[src/hdl/fsbc_pkg.sv]
// Package for the frustum sphere/box cull block: widths, codes, the tag that
// travels with each multiply-accumulate term, and the frustum edge table.
// No dependencies.
`timescale 1ns / 1ps

package fsbc_pkg;

   localparam int COORD_BITS_DEF = 32;
   localparam int FRAC_BITS_DEF  = 16;
   localparam int VAL_W          = 32;
   localparam int MODE_W         = 2;
   localparam int SLOT_W         = 3;
   localparam int NUM_PLANES     = 6;
   localparam int NUM_CORNERS    = 8;
   localparam int NUM_EDGES      = 6;

   localparam logic [MODE_W-1:0] MODE_LOAD_PLANE  = 2'd0;
   localparam logic [MODE_W-1:0] MODE_LOAD_CORNER = 2'd1;
   localparam logic [MODE_W-1:0] MODE_SPHERE      = 2'd2;
   localparam logic [MODE_W-1:0] MODE_CUBE        = 2'd3;

   // Where a finished dot product goes.
   localparam logic [1:0] DST_POS  = 2'd0;
   localparam logic [1:0] DST_FRUS = 2'd1;
   localparam logic [1:0] DST_CUBE = 2'd2;

   typedef struct packed {
      logic       vld;
      logic       first;
      logic       last;
      logic       grp_first;
      logic       grp_last;
      logic [1:0] dst;
   } tag_type;

   // Frustum edges run from the head corner to the tail corner.
   function automatic logic [2:0] edge_head(input logic [2:0] e);
      logic [2:0] r;
      case (e)
         3'd0: r = 3'd3;
         3'd1: r = 3'd1;
         3'd2: r = 3'd0;
         3'd3: r = 3'd2;
         3'd4: r = 3'd3;
         3'd5: r = 3'd1;
         default: r = 3'd0;
      endcase
      return r;
   endfunction

   function automatic logic [2:0] edge_tail(input logic [2:0] e);
      logic [2:0] r;
      case (e)
         3'd0: r = 3'd2;
         3'd1: r = 3'd3;
         3'd2: r = 3'd4;
         3'd3: r = 3'd6;
         3'd4: r = 3'd7;
         3'd5: r = 3'd5;
         default: r = 3'd0;
      endcase
      return r;
   endfunction

endpackage

[src/hdl/fsbc_mac.sv]
// Shared multiply-accumulate unit: one term per cycle, a fixed-point product
// floored by FRAC_BITS or op_a as is, then accumulated. Depends on fsbc_pkg.
`timescale 1ns / 1ps

module fsbc_mac #(
   parameter int OPW       = 34,
   parameter int FRAC_BITS = 16,
   parameter int ACCW      = 55
) (
   input  logic                    clock,
   input  logic                    reset,
   input  logic signed [OPW-1:0]   op_a,
   input  logic signed [OPW-1:0]   op_b,
   input  logic                    pass_a,
   input  fsbc_pkg::tag_type       tag_in,
   output fsbc_pkg::tag_type       tag_out,
   output logic signed [ACCW-1:0]  sum_out
);
   import fsbc_pkg::*;

   localparam int PW = 2 * OPW;

   logic signed [PW-1:0]   full_prod;
   logic signed [PW-1:0]   shift_prod;
   logic signed [ACCW-1:0] prod_ff;
   logic signed [ACCW-1:0] acc_ff;
   tag_type                tag_ff;

   assign full_prod  = op_a * op_b;
   // Arithmetic shift gives the floor of the exact product.
   assign shift_prod = full_prod >>> FRAC_BITS;

   always_ff @(posedge clock) begin
      prod_ff <= pass_a ? ACCW'(op_a) : ACCW'(shift_prod);
      if (tag_ff.vld) begin
         acc_ff <= sum_out;
      end
      if (reset) begin
         tag_ff <= '0;
      end else begin
         tag_ff <= tag_in;
      end
   end

   assign sum_out = (tag_ff.first ? ACCW'(0) : acc_ff) + prod_ff;
   assign tag_out = tag_ff;

endmodule

[config.mk]
export PLATFORM = sky130hd
export DESIGN_NAME = fsbc_mac
export DESIGN_NICKNAME = d
export VERILOG_FILES = /design/src/hdl/fsbc_pkg.sv /design/src/hdl/fsbc_mac.sv
export SDC_FILE = /design/constraint.sdc
export NUM_CORES = 2
export LEC_CHECK = 0
export BUFFER_PORTS_ARGS = -buffer_cell sky130_fd_sc_hd__buf_2
export CORE_UTILIZATION = 70
export CTS_CLUSTER_DIAMETER = 30
export CTS_CLUSTER_SIZE = 30
export DETAILED_ROUTE_END_ITERATION = 8
export GPL_TIMING_DRIVEN = 0
export PLACE_DENSITY = 0.95
export SETUP_SLACK_MARGIN = 0.3
export SLEW_MARGIN = 20
export SYNTH_ARGS = -nofsm -noshare
export SYNTH_HDL_FRONTEND = slang
export SYNTH_SLANG_ARGS = --single-unit
[constraint.sdc]
create_clock -name clock -period 12.9 [get_ports clock]
set_input_delay 0.645 -clock clock [delete_from_list [all_inputs] [get_ports clock]]
set_output_delay 0.645 -clock clock [all_outputs]
set_load 0.01 [all_outputs]
After elaboration in Yosys (flattened, before gate mapping)
Index checks and enable logic that the tools add are counted.
{"block": "totals", "wordCells": 12, "output_inout_bits": 62, "inputBits": 78, "ff_bits": 117}
{"block": "op_classes", "mul": 1, "n_addsub": 1, "muxes": 2}
{"cell": "55-bit two-way mux", "count": 2}
{"cell": "34-bit by 34-bit multiplier with 68-bit output", "count": 1}
{"cell": "55-bit adder", "count": 1}

Logic depth before layout (Yosys ltp)
{"block": "logic_depth", "ltp_word": 2, "mapped_depth": 31, "ltp_nobuf": 28}

Least setup slack after synthesis
OpenSTA, ideal clock, no wires.
{"block": "synth_timing", "path_type": "input to register", "from": "input op_a[33]", "to": "register prod_ff[53]", "setup_time_ps": 121, "setup_slack_ps": 4381, "path_buffers": 3, "path_stages": 27, "t_arrival_ps": 8398, "t_required_ps": 12779, "path_cell_list": "clkbuf_1 clkbuf_1 nand2_1 inv_1 fa_1 fa_1 fa_1 inv_1 fa_1 inv_1 fa_1 fa_1 fa_1 inv_1 fa_1 inv_1 ha_1 buf_2 nand3_1 nor3_1 nand2_1 or2_2 o2bb2ai_1 a21oi_1 a21oi_1 xnor2_1 mux2_2"}
{"block": "synth_between", "elab_chain_len": 2}
{"item": "from (decl)", "line_no": "fsbc_mac.sv:12", "text": "input logic signed [OPW-1:0] op_a,"}
{"item": "34-bit by 34-bit multiplier with 68-bit output", "line_no": "fsbc_mac.sv:29", "text": "assign full_prod = op_a * op_b;"}
{"item": "55-bit two-way mux *", "line_no": "fsbc_mac.sv:34", "text": "prod_ff <= pass_a ? ACCW'(op_a) : ACCW'(shift_prod);"}
{"item": "to (signal assigned)", "line_no": "fsbc_mac.sv:34"}
{"item": "to (decl)", "line_no": "fsbc_mac.sv:25", "text": "logic signed [ACCW-1:0] prod_ff;"}
Mark *: on every way between the ends. The rest lies on a longest branch, timed or not.
A chain may end at the register's enable or synchronous reset.

Worst setup path after layout
Ends and elaborated chain as after synthesis.

==> flow_summary.yaml <==
synthesis:
  syn-instance-count: 5195
  yosys_register_bits: 114
  synth_area_sq_mm: 0.0483
  synth_nets: 6768
  synth_flop_cell: "dfxtp_1"
  synthArstFlopShare: 0
  synth-seq-area-share: 0.0587
  syn_avg_cell_area_sq_um: 9.29
  synth.distinct_cells: 90
  yosys_warnings: 0
  synth_edf_count: 55
place:
  dp_hpwl_microns: 150000
  gp_congestion: 1.10
  io_buffers: 124
  dp.cells: 6193
  place_area_sq_mm: 0.0500
hold_path:
  hold_class: "in2reg"
  hold_depth: 2
cts:
  cts-buffers-inserted: 17
  cts.htree.levels: 4
  cts_setup_buffers: 0
  ctsHoldBuffers: 0
  clk_latency_ns: 0.43
  clockBufferDepth: 2
  clkSlewWorstSetupHoldPaths_ns: 0.06
  cts_tree: "done"
  cts_resized: 0
  cts-root-buf: "clkbuf_16"
  cts_num_sinks: 114
layout:
  area_delta_synth_final_pct: 5.16
  mostFrequentLayoutCell: "fa_1"
  layout_common_cells: "fa_1, inv_1, nand2_1"
  drive_above_1_share: 0.0448
  nets: 6914
  final_cell_count_no_fill: 6258
  final_design_area_no_fill_sq_mm: 0.0507
  fillers: 4736
  utilization: 0.750
sta:
  finalSetupViolCount: 0
  fin_setup_tns_ns: 0
  slew-limit-headroom: 0.0818
  hold_viol_final: 0
  fmax_mhz: 89.8
  fin_worst_skew_ns: 0.00845
  final.min_clock_period_ns: 11.13
  worst_pin_slew_ns: 1.38
  layout_worst_path_cycle_share: 0.863
  rsz0062_at_grt: "no"
  maxSlewViolCount: 0
run_status:
  status: "finished clean"
global_routing:
  grt_overflow: 0
  grt_pass1_vias: 43000
  grt_max_degree: 57
  grt_util_all_layers: 0.553
  antenna_found_initial: 24
  grt_pass1_wl_microns: 273000
critical_path:
  crit_path_frequent_cell: "fa_1"
  cp_slowest_cell: "clkbuf_1"
  required_ns: 13.21
  start_kind: "primary input"
  crit_path_end_kind: "flip-flop"
  cp.arrival_ns: 11.45
  rr_worst_depth: 13
  crit_fanout: 12
  crit_path_max_incr_delay_ns: 1.01
  crit_type: "in2reg"
route:
  num_vias: 40500
  routed_wl_microns: 186000
  first_iter_violations: 4989
  drc_errors: 0
  drt-pass1-iter-count: 9
  ant_nets: 0
  avgViaCountPerCell: 6.48
  post_drt_wl_per_cell_microns: 29.7
floorplan:
  die_x_microns: 265
  num_io_pins: 140
  rows: 95
  die_area_sq_mm: 0.0700
  fp.coreArea_sq_mm: 0.0676
  start_util: 0.713
  die_h_microns: 265
job:
  cap_violations: 0
[worst max-delay path, delay by kind of cell]
family / cells / cell delay (ns)
XOR/XNOR: 1 / 0.16
adder cells (fa/ha/maj): 9 / 4.60
AO/OA/AOI/OAI: 3 / 0.86
AND/OR/NAND/NOR: 5 / 1.46
buffers and inverters: 8 / 3.44
multiplexers: 1 / 0.27
[worst paths after layout]
check	from	end	slack (ns)
setup / recovery	op_a[33]	prod_ff[53]$_DFF_P_	1.77
hold reg to reg	prod_ff[0]$_DFF_P_	acc_ff[0]$_DFFE_PP_	0.59
hold / removal	tag_in[2]	tag_out[2]$_SDFF_PP0_	0.42
setup reg to reg	tag_out[5]$_SDFF_PP0_	acc_ff[54]$_DFFE_PP_	7.82
[Yosys cell counts, drive strengths merged (3+ instances only)]
cell type / count / area [sq um]
a31o: 5 / 43.8
a221oi: 6 / 52.6
or4: 3 / 26.3
dfxtp: 59 / 1180
fa: 1241 / 24800
or3: 6 / 37.5
nand2: 617 / 2320
nand3: 32 / 165
o31ai: 9 / 82.6
o21ai: 103 / 516
clkbuf: 248 / 933
a21o: 66 / 499
nor3: 27 / 135
nand2b: 12 / 75.1
a21boi: 6 / 48.8
ha: 254 / 3180
mux2: 3 / 33.8
a211o: 6 / 52.6
and2: 613 / 3830
buf: 20 / 113
a211oi: 10 / 80.1
edfxtp: 55 / 1650
xor2: 30 / 263
nor2: 84 / 315
xnor2: 78 / 683
o22ai: 4 / 25.0
o21a: 18 / 135
o211ai: 12 / 95.1
o221a: 3 / 33.8
inv: 1219 / 4580
and3: 13 / 86.3
a311o: 3 / 30.0
a31oi: 14 / 87.6
nor4: 3 / 18.8
nor2b: 75 / 477
nor3b: 3 / 27.5
a21oi: 129 / 653
o21bai: 18 / 135
or2: 11 / 68.8
o31a: 3 / 26.3
a2111oi: 9 / 98.8
o2111ai: 4 / 35.0
nand4: 31 / 194
[state kept, by name, indices dropped and copies added (netlist names)]
signal,cells
tag_out,7
prod_ff,52
acc_ff,55
[cell type report]
class                      instances  area [sq um]  share of cell area
multi-input combinational       3594         39800               0.784
inverter                        1219          4580              0.0902
sequential                       114          2840              0.0559
tap                              873          1090              0.0215
buffer                           268          1060              0.0209
timing repair buffer             127           663              0.0131
clock buffer                      17           425             0.00838
clock inverter                    15           206             0.00407
antenna                           31          77.6             0.00153
[cell families after synthesis]
logic type | after synthesis | synth area share
XOR/XNOR | 108 | 0.0196
AND/OR/NAND/NOR | 1538 | 0.163
flip-flops | 114 | 0.0587
buffers and inverters | 1487 | 0.116
multiplexers | 5 | 0.00111
AO/OA/AOI/OAI | 448 | 0.0607
adder cells (fa/ha/maj) | 1495 | 0.581
[routing by layer]
metal  wire (microns)  vias up  global-route usage
met2            77600     3713               0.796
met1            58600    19900               0.644
li1                 -    15600                   -
met3            28300     1296               0.220
met5                0        -             0.00832
met4            21600        0               0.486
[per-stage QoR]
step	hold slack, ns	setup slack (ns)
2_1_floorplan	0.597	4.38
3_3_place_gp	0.569	1.92
3_5_place_dp	0.573	1.89
4_1_cts	0.414	2.28
5_1_grt	0.420	1.80
6_report	0.420	1.77
Power is not shown: default switching activity piles up to over one toggle a cycle in this logic, so the estimate is an artifact.
